===== src/sv/esr_pkg.sv =====
// Shared types and constants for the EMA smoothing and rescale block.
// Used by esr_div and ema_smooth_and_rescale; depends on nothing else.
package esr_pkg;

	localparam int SAMPLE_BITS_DEF = 16;
	localparam int DATA_W          = 16;
	localparam int ALPHA_W         = 17;
	localparam int ACC_W           = 32;
	localparam int FRAC_W          = 16;
	localparam int PROD_W          = ALPHA_W + ACC_W;
	localparam int MAG_W           = PROD_W - FRAC_W + 1;
	localparam int NEXT_W          = ACC_W + 2;
	localparam int CFG_IDX_W       = 2;

	// Divider retires two quotient bits per cycle
	localparam int DIV_BITS_PER_CYC = 2;
	localparam int DIV_ITER         = ACC_W / DIV_BITS_PER_CYC;
	localparam int DIV_CNT_W        = $clog2(DIV_ITER);

	typedef enum logic [CFG_IDX_W-1:0] {
		REG_ALPHA      = 2'd0,
		REG_ANALOG_MAX = 2'd1,
		REG_MAX_OUTPUT = 2'd2,
		REG_ENABLE     = 2'd3
	} reg_idx_t;

	typedef struct packed {
		logic              start;
		logic [ACC_W-1:0]  num;
		logic [DATA_W-1:0] den;
	} div_req_t;

	typedef struct packed {
		logic              done;
		logic [DATA_W-1:0] quo;
	} div_rsp_t;

endpackage


===== src/sv/esr_div.sv =====
// Iterative restoring divider: 32-bit dividend by 16-bit divisor, 2 bits per cycle.
// Returns the low 16 quotient bits. Depends on esr_pkg.
module esr_div
	import esr_pkg::*;
(
	input  logic     clk,
	input  logic     arst_n,
	input  div_req_t req,
	output div_rsp_t rsp
);

	logic                 busy_q;
	logic                 done_q;
	logic [DIV_CNT_W-1:0] cnt_q;
	logic [ACC_W-1:0]     num_q;
	logic [DATA_W-1:0]    rem_q;
	logic [DATA_W-1:0]    den_q;

	logic [DATA_W:0]   r1, r2;
	logic              ge1, ge2;
	logic [DATA_W-1:0] rem1, rem2;

	always_comb begin
		r1   = {rem_q, num_q[ACC_W-1]};
		ge1  = r1 >= {1'b0, den_q};
		rem1 = ge1 ? DATA_W'(r1 - {1'b0, den_q}) : r1[DATA_W-1:0];
		r2   = {rem1, num_q[ACC_W-2]};
		ge2  = r2 >= {1'b0, den_q};
		rem2 = ge2 ? DATA_W'(r2 - {1'b0, den_q}) : r2[DATA_W-1:0];
	end

	always_ff @(posedge clk or negedge arst_n) begin
		if (!arst_n) begin
			busy_q <= 1'b0;
			done_q <= 1'b0;
			cnt_q  <= '0;
		end else begin
			done_q <= busy_q && !req.start && (cnt_q == DIV_CNT_W'(DIV_ITER - 1));
			if (req.start) begin
				busy_q <= 1'b1;
				cnt_q  <= '0;
			end else if (busy_q) begin
				cnt_q <= cnt_q + 1'b1;
				if (cnt_q == DIV_CNT_W'(DIV_ITER - 1)) begin
					busy_q <= 1'b0;
				end
			end
		end
	end

	// Quotient bits shift into the low end as dividend bits leave the top
	always_ff @(posedge clk) begin
		if (req.start) begin
			num_q <= req.num;
			den_q <= req.den;
			rem_q <= '0;
		end else if (busy_q) begin
			num_q <= {num_q[ACC_W-3:0], ge1, ge2};
			rem_q <= rem2;
		end
	end

	assign rsp.done = done_q;
	assign rsp.quo  = num_q[DATA_W-1:0];

endmodule


===== src/sv/ema_smooth_and_rescale.sv =====
// Top level: Q16.16 exponential moving average with a rounded rescale to 0..max_output.
// Sequencer, shared 17x32 multiplier and config registers; uses esr_pkg and esr_div.
//
//  channel | dir | handshake              | payload
//  s_*     | in  | s_tvalid / s_tready    | s_tdata[15:0] raw_sample
//  m_*     | out | m_tvalid / m_tready    | m_tdata scaled/smoothed, m_tuser value_changed
//  cfg_*   | in  | cfg_valid / cfg_ready  | cfg_index, cfg_data (register write)
//
// Disabled, a sample goes straight to output; enabled, it runs the difference,
// multiply, magnitude, accumulate and smooth steps, and the rescale and divider
// only when the rounded value changes. The multiplier is reused for the EMA step and rescale.
// Reset is asynchronous, active low; all config returns to its defaults.
// The result waits in an output register, so a stalled m_tready only holds
// the sequencer at its final step. cfg_ready is always high.
module ema_smooth_and_rescale
	import esr_pkg::*;
#(
	parameter int SAMPLE_BITS = SAMPLE_BITS_DEF
) (
	input  logic                 clk,
	input  logic                 arst_n,
	input  logic                 s_tvalid,
	output logic                 s_tready,
	input  logic [DATA_W-1:0]    s_tdata,   // [15:0] raw_sample
	output logic                 m_tvalid,
	input  logic                 m_tready,
	output logic [2*DATA_W-1:0]  m_tdata,   // [15:0] scaled_value, [31:16] smoothed_value
	output logic                 m_tuser,   // [0] value_changed
	input  logic                 cfg_valid,
	output logic                 cfg_ready,
	input  logic [CFG_IDX_W-1:0] cfg_index,
	input  logic [ALPHA_W-1:0]   cfg_data
);

	typedef enum logic [9:0] {
		ST_IDLE = 10'b0000000001,
		ST_DIF  = 10'b0000000010,
		ST_MUL  = 10'b0000000100,
		ST_MAG  = 10'b0000001000,
		ST_ACC  = 10'b0000010000,
		ST_SMO  = 10'b0000100000,
		ST_SCL  = 10'b0001000000,
		ST_DST  = 10'b0010000000,
		ST_DIV  = 10'b0100000000,
		ST_OUT  = 10'b1000000000
	} state_t;

	state_t state_q;

	logic [ALPHA_W-1:0] alpha_q;
	logic [DATA_W-1:0]  amax_q;
	logic [DATA_W-1:0]  maxout_q;
	logic               enable_q;

	logic [ACC_W-1:0]  acc_q;
	logic              seeded_q;
	logic [DATA_W-1:0] last_smoothed_q;
	logic [DATA_W-1:0] last_scaled_q;
	logic              changed_q;

	logic                   m_tvalid_q;
	logic [2*DATA_W-1:0]    m_tdata_q;
	logic                   m_tuser_q;

	logic [SAMPLE_BITS-1:0] raw_q;
	logic [ACC_W-1:0]       diff_q;
	logic                   up_q;
	logic [PROD_W-1:0]      prod_q;
	logic [MAG_W-1:0]       mag_q;
	logic [DATA_W-1:0]      sm_q;

	logic                 accept;
	logic [ACC_W-1:0]     raw_w;
	logic [ACC_W-1:0]     seed_w;
	logic [ACC_W-1:0]     limit_w;
	logic [ALPHA_W-1:0]   mul_a;
	logic [ACC_W-1:0]     mul_b;
	logic [PROD_W-1:0]    mul_p;
	logic [PROD_W:0]      prod_rnd;
	logic [NEXT_W-1:0]    next_w;
	logic [ACC_W-1:0]     acc_next;
	logic [ACC_W:0]       sm_sum;
	logic [DATA_W-1:0]    sm_w;
	logic                 out_free;
	div_req_t             div_req;
	div_rsp_t             div_rsp;

	assign accept    = s_tvalid && s_tready;
	assign s_tready  = (state_q == ST_IDLE);
	assign cfg_ready = 1'b1;
	assign out_free  = !m_tvalid_q || m_tready;

	assign raw_w   = ACC_W'(raw_q) << FRAC_W;
	assign seed_w  = ACC_W'(s_tdata[SAMPLE_BITS-1:0]) << FRAC_W;
	assign limit_w = {amax_q, {FRAC_W{1'b0}}};

	// Shared multiplier: EMA step first, rescale product later
	always_comb begin
		if (state_q == ST_MUL) begin
			mul_a = alpha_q;
			mul_b = diff_q;
		end else begin
			mul_a = ALPHA_W'(sm_q);
			mul_b = ACC_W'(maxout_q);
		end
		mul_p = PROD_W'(mul_a) * PROD_W'(mul_b);
	end

	// Round the downward step away from zero so the average settles
	assign prod_rnd = {1'b0, prod_q} + (PROD_W+1)'((1 << FRAC_W) - 1);

	always_comb begin
		if (up_q) begin
			next_w = NEXT_W'(acc_q) + NEXT_W'(mag_q);
		end else if (NEXT_W'(mag_q) > NEXT_W'(acc_q)) begin
			next_w = '0;
		end else begin
			next_w = NEXT_W'(acc_q) - NEXT_W'(mag_q);
		end
		acc_next = (next_w > NEXT_W'(limit_w)) ? limit_w : next_w[ACC_W-1:0];
	end

	assign sm_sum = {1'b0, acc_q} + (ACC_W+1)'(1 << (FRAC_W-1));
	assign sm_w   = sm_sum[ACC_W-1:FRAC_W];

	assign div_req.start = (state_q == ST_DST);
	assign div_req.num   = prod_q[ACC_W-1:0] + ACC_W'(amax_q >> 1);
	assign div_req.den   = amax_q;

	esr_div u_div (
		.clk    (clk),
		.arst_n (arst_n),
		.req    (div_req),
		.rsp    (div_rsp)
	);

	always_ff @(posedge clk or negedge arst_n) begin
		if (!arst_n) begin
			state_q         <= ST_IDLE;
			alpha_q         <= ALPHA_W'(65536);
			amax_q          <= DATA_W'(1023);
			maxout_q        <= DATA_W'(1023);
			enable_q        <= 1'b1;
			acc_q           <= '0;
			seeded_q        <= 1'b0;
			last_smoothed_q <= '0;
			last_scaled_q   <= '0;
			changed_q       <= 1'b0;
			m_tvalid_q      <= 1'b0;
		end else begin
			if (cfg_valid && cfg_ready) begin
				case (cfg_index)
					REG_ALPHA:      alpha_q <= cfg_data;
					REG_ANALOG_MAX: begin
						// drop a zero divisor, keep the old one
						if (cfg_data[DATA_W-1:0] != '0) amax_q <= cfg_data[DATA_W-1:0];
					end
					REG_MAX_OUTPUT: maxout_q <= cfg_data[DATA_W-1:0];
					REG_ENABLE:     enable_q <= cfg_data[0];
					default: ;
				endcase
			end

			if (state_q == ST_OUT && out_free) m_tvalid_q <= 1'b1;
			else if (m_tvalid_q && m_tready) m_tvalid_q <= 1'b0;

			case (state_q)
				ST_IDLE: begin
					if (accept) begin
						changed_q <= 1'b0;
						seeded_q  <= 1'b1;
						if (!seeded_q) acc_q <= seed_w;
						state_q <= enable_q ? ST_DIF : ST_OUT;
					end
				end
				ST_DIF: state_q <= ST_MUL;
				ST_MUL: state_q <= ST_MAG;
				ST_MAG: state_q <= ST_ACC;
				ST_ACC: begin
					acc_q   <= acc_next;
					state_q <= ST_SMO;
				end
				ST_SMO: begin
					state_q <= (sm_w != last_smoothed_q) ? ST_SCL : ST_OUT;
				end
				ST_SCL: state_q <= ST_DST;
				ST_DST: state_q <= ST_DIV;
				ST_DIV: begin
					if (div_rsp.done) begin
						last_smoothed_q <= sm_q;
						if (div_rsp.quo != last_scaled_q) begin
							last_scaled_q <= div_rsp.quo;
							changed_q     <= 1'b1;
						end
						state_q <= ST_OUT;
					end
				end
				ST_OUT: begin
					if (out_free) begin
						state_q <= ST_IDLE;
					end
				end
				default: state_q <= ST_IDLE;
			endcase
		end
	end

	always_ff @(posedge clk) begin
		if (accept) raw_q <= s_tdata[SAMPLE_BITS-1:0];
		if (state_q == ST_DIF) begin
			up_q   <= raw_w >= acc_q;
			diff_q <= (raw_w >= acc_q) ? raw_w - acc_q : acc_q - raw_w;
		end
		if (state_q == ST_MUL || state_q == ST_SCL) prod_q <= mul_p;
		if (state_q == ST_MAG) begin
			mag_q <= up_q ? MAG_W'(prod_q[PROD_W-1:FRAC_W]) : prod_rnd[PROD_W:FRAC_W];
		end
		if (state_q == ST_SMO) sm_q <= sm_w;
		if (state_q == ST_OUT && out_free) begin
			m_tdata_q <= {last_smoothed_q, last_scaled_q};
			m_tuser_q <= changed_q;
		end
	end

	assign m_tvalid = m_tvalid_q;
	assign m_tdata  = m_tdata_q;
	assign m_tuser  = m_tuser_q;

	// A new sample never enters back to back with the previous one
	a_no_back_to_back: assert property (@(posedge clk) disable iff (!arst_n)
		accept |=> !s_tready)
		else $error("sample accepted while sequencer busy");

	// The accumulator update lands within the clamp bound unless analog_max is written in the same cycle
	a_acc_clamped: assert property (@(posedge clk) disable iff (!arst_n)
		(state_q == ST_ACC && !(cfg_valid && cfg_index == REG_ANALOG_MAX))
		|=> acc_q <= {amax_q, {FRAC_W{1'b0}}})
		else $error("accumulator above analog_max bound");

	// Divider results only arrive while the sequencer waits for them
	a_div_done_in_wait: assert property (@(posedge clk) disable iff (!arst_n)
		div_rsp.done |-> state_q == ST_DIV)
		else $error("divider finished outside its wait state");

endmodule


===== config.mk =====
export PLATFORM = sky130hd
export DESIGN_NAME = ema_smooth_and_rescale
export DESIGN_NICKNAME = d
export VERILOG_FILES = /design/src/sv/esr_pkg.sv /design/src/sv/esr_div.sv /design/src/sv/ema_smooth_and_rescale.sv
export SDC_FILE = /design/constraint.sdc
export NUM_CORES = 2
export LEC_CHECK = 0
export ABC_AREA = 1
export BUFFER_PORTS_ARGS = -buffer_cell sky130_fd_sc_hd__clkbuf_2
export CORE_ASPECT_RATIO = 0.6
export CORE_UTILIZATION = 40
export CTS_CLUSTER_DIAMETER = 80
export CTS_CLUSTER_SIZE = 10
export DETAILED_ROUTE_END_ITERATION = 8
export PLACE_DENSITY = 0.57
export RECOVER_POWER = 100
export SLEW_MARGIN = 20
export SYNTH_ARGS = -nofsm -noshare
export SYNTH_HDL_FRONTEND = slang
export SYNTH_SLANG_ARGS = --single-unit

===== constraint.sdc =====
create_clock -name clk -period 9.4 [get_ports clk]
set_input_delay 0.94 -clock clk [delete_from_list [all_inputs] [get_ports clk]]
set_output_delay 0.94 -clock clk [all_outputs]
set_load 0.02 [all_outputs]

==> summary.md <==
| Metric | Value |
|---|---|
| Outcome | `finished, violations left` |
| Failing checks | `capacitance limit, slew limit` |
| Worst slack at placement | `0.477 ns` |
| GP Congestion | `1.01` |
| Port bufs | `74` |
| Dpl hpwl | `121000 µm` |
| Synth Cell Area | `41800 µm²` |
| Final setup fails | `0` |
| Remaining Overflow, GRT | `0` |
| Max-cap violations | `14` |
| Minimum clock period | `8.92 ns` |
| Post-route DRC | `0` |
| Starting DRC count in detailed routing | `4410` |
| Die ar. | `106000 µm²` |
| Hold Crit Class | `flop to flop` |
| Syn avg cell area | `7.95 µm²` |
| Via density | `5.25` |
| DR vias | `35544` |
| Gr usage total | `0.275` |
| RSZ-0062 raised after global routing | `no` |
| Largest stage delay on the critical path | `0.91 ns` |
| Share of post-route cells with drive strength above 1 | `0.0409` |
| Post-CTS Hold Buffers | `0` |
| Post-synthesis register bit count | `378` |
| Worst-path clk slew | `0.06 ns` |
| Min-delay src | `changed_q` |
| H-tree levels | `2` |
| Global-route wire length before repair | `218000 µm` |
| Pre-antenna DRT Iters | `6` |
| Post-CTS Setup Inserts | `0` |
| Num CTS Buffers | `45` |
| Pins over their slew limit | `496` |
| Final Non-Filler Cells | `6774` |
| Internal | `6.32 mW` |
| Core ar. | `103000 µm²` |
| Final worst setup slack | `0.477 ns` |
| Nets@finish | `6119` |
| CP Data Required Time | `9.71 ns` |
| Hold_ws | `0.469 ns` |
| Final ANT Viol Nets | `0` |
| Row count | `91` |
| Hold depth | `0` |
| P_leak | `22.1 nW` |
| Die extent in x | `419 µm` |
| Post-synthesis net count | `6038` |
| Psw | `7.24 mW` |
| Slowest CP cell | `a21oi_1` |
| Hold Path End | `m_tuser` |
| Sequential fraction of the synthesis area | `0.252` |
| Fillers | `10604` |
| Placed cells | `6687` |
| Commonest non-fill, non-tap cells in the layout | `1124 x inv_1, 1123 x nand2_1, 536 x nor2_1` |
| Effective utilization at floorplan | `0.405` |
| Kind of critical path | `flop to flop` |
| Worst slew margin | `-1.59` |
| Main synth FF type | `edfxtp_1` |
| YS warnings | `0` |
| Mapped Cells | `5260` |
| PwrDens | `300 nW/µm²` |
| Share of power burned in registers | `0.192` |
| CTS tree | `done` |
| CP Max Fanout | `26` |
| Final wirelength | `145000 µm` |
| Count of cell types in the netlist | `60` |
| Clock Path Buffers | `3` |
| Clock skew | `0.0604 ns` |
| RR Endpoint | `prod_q[45]` |
| Worst flop-to-flop path startpoint | `state_q[5]` |
| Clock tree sinks | `378` |
| Cell mode on critical path | `inv_1` |
| Asr flop ratio synth | `0.352` |
| Final period util | `0.949` |
| CTS Root Cell | `clkbuf_16` |
| Gates resized, CTS repair | `0` |
| Post-synth EDFFs | `229` |
| I/O pin cnt | `76` |
| CP startpoint kind | `flop` |
| Switch share | `0.534` |
| Peak Freq | `0.112 GHz` |
| Initial antenna violation count | `5` |
| Leading cell type in the layout, fill and taps excluded | `inv_1` |
| Clock network fraction of total power | `0.123` |
| Reg2reg path depth | `30` |
| Setup crit end kind | `flop` |
| Fin. Hold Viols | `0` |
| Worst-Margin Slew | `3.88 ns` |
| Total power draw | `13.6 mW` |
| Layout area overhead | `8.24%` |
| Setup TNS Final | `0 ns` |
| Combinational power share | `0.684` |
| Largest net degree at the start of global routing | `72` |
| Worst VDD drop | `0.554 mV` |
| Arr. time, crit path | `9.23 ns` |
| Clock Latency Late Sink | `0.62 ns` |
| Die Y | `252 µm` |
| Vias in the first global route | `33475` |
| WL per Instance | `21.4 µm` |
| Slack of the worst reg-to-reg path | `0.48 ns` |
registers in the layout, indices dropped and copies added, names as in the netlist, 17 cells and up:
register and cells:
mag_q 34, u_div.num_q 32, m_tdata 32, diff_q 32
alpha_q 17, prod_q 49, acc_q 32
cell type report:
type	instances	area, µm²	area share
Sequential cell	378	10600	0.233
Inverter	1134	4260	0.0941
Clock buffer	77	1250	0.0275
Tap cell	1395	1750	0.0386
Timing Repair Buffer	167	921	0.0204
Antenna cell	1	2.50	0.0000553
Multi-Input combinational cell	3615	26400	0.584
Clock inverter	7	108	0.00238
synthesized netlist by cell type (all sizes together), types with 17 or more instances:
cell type  count  share of area
a21oi        266          0.033
a31oi         26         0.0039
buf           44         0.0055
clkbuf        89         0.0080
dfrtp        110          0.066
dfstp         23          0.014
edfxtp       229           0.16
fa           455           0.22
ha           283          0.085
inv         1128           0.10
mux2          20         0.0054
nand2       1130           0.10
nand3        187          0.023
nand4         49         0.0073
nor2         539          0.049
nor3          57         0.0073
nor4          17         0.0025
o21ai        248          0.030
o22ai         20         0.0030
xnor2         70          0.015
xor2         135          0.028
power groups by stage:
stage	sequential [mW]	combinational, mW	clock (mW)
2_1_floorplan	2.49	6.40	0
3_5_place_dp	2.63	9.07	0
5_1_grt	2.62	10.4	1.76
4_1_cts	2.60	9.16	1.70
6_report	2.61	9.28	1.67
3_3_place_gp	2.63	9.13	0
critical path, delay by kind of cell, from the launching register on:
kind | cells | cell delay, ns
adder cells (fa/ha/maj) | 7 | 3.23
AO/OA/AOI/OAI | 6 | 2.59
buffers and inverters | 8 | 1.13
AND/OR/NAND/NOR | 8 | 1.07
flip-flops | 1 | 0.40
XOR/XNOR | 1 | 0.17
worst max path at each step:
| stage | from | end | slack (ns) | cells past startpoint |
|---|---|---|---|---|
| 6_report | state_q[5] | prod_q[45] | 0.48 | 30 |
| 5_1_grt | state_q[6] | prod_q[43] | 0.06 | 35 |
| 4_1_cts | state_q[6] | prod_q[44] | 0.42 | 34 |
| 3_5_place_dp | state_q[6] | prod_q[44] | 0.48 | 34 |
| 3_3_place_gp | state_q[6] | prod_q[44] | 0.61 | 36 |
| 2_1_floorplan | state_q[6] | prod_q[43] | 2.14 | 32 |
stage by stage:
step                cell area, µm²   util
finish                       45300  0.439
global route                 45200  0.439
CTS                          45500  0.441
detailed placement           44100  0.428
global placement             44100  0.428
floorplan                    41800      -
layer usage:
layer / track usage / wire (µm) / up-vias
met5: 0 / 0 / -
met4: 0.0510 / 2840 / 0
met3: 0.0688 / 16200 / 144
met2: 0.362 / 55300 / 1650
met1: 0.444 / 70800 / 17310
li1: - / - / 16440
kinds of logic (layout without fill, tap and decap cells):
logic type / count (synthesis) / in the layout / synth area share
flip-flops: 378 / 378 / 0.252
other: 1 / 2 / 0.0000897
AND/OR/NAND/NOR: 2006 / 2006 / 0.195
XOR/XNOR: 205 / 205 / 0.0429
multiplexers: 20 / 20 / 0.00539
AO/OA/AOI/OAI: 645 / 645 / 0.0861
adder cells (fa/ha/maj): 738 / 738 / 0.303
buffers and inverters: 1267 / 1385 / 0.115
No activity file was read; power rests on OpenSTA's default activity.
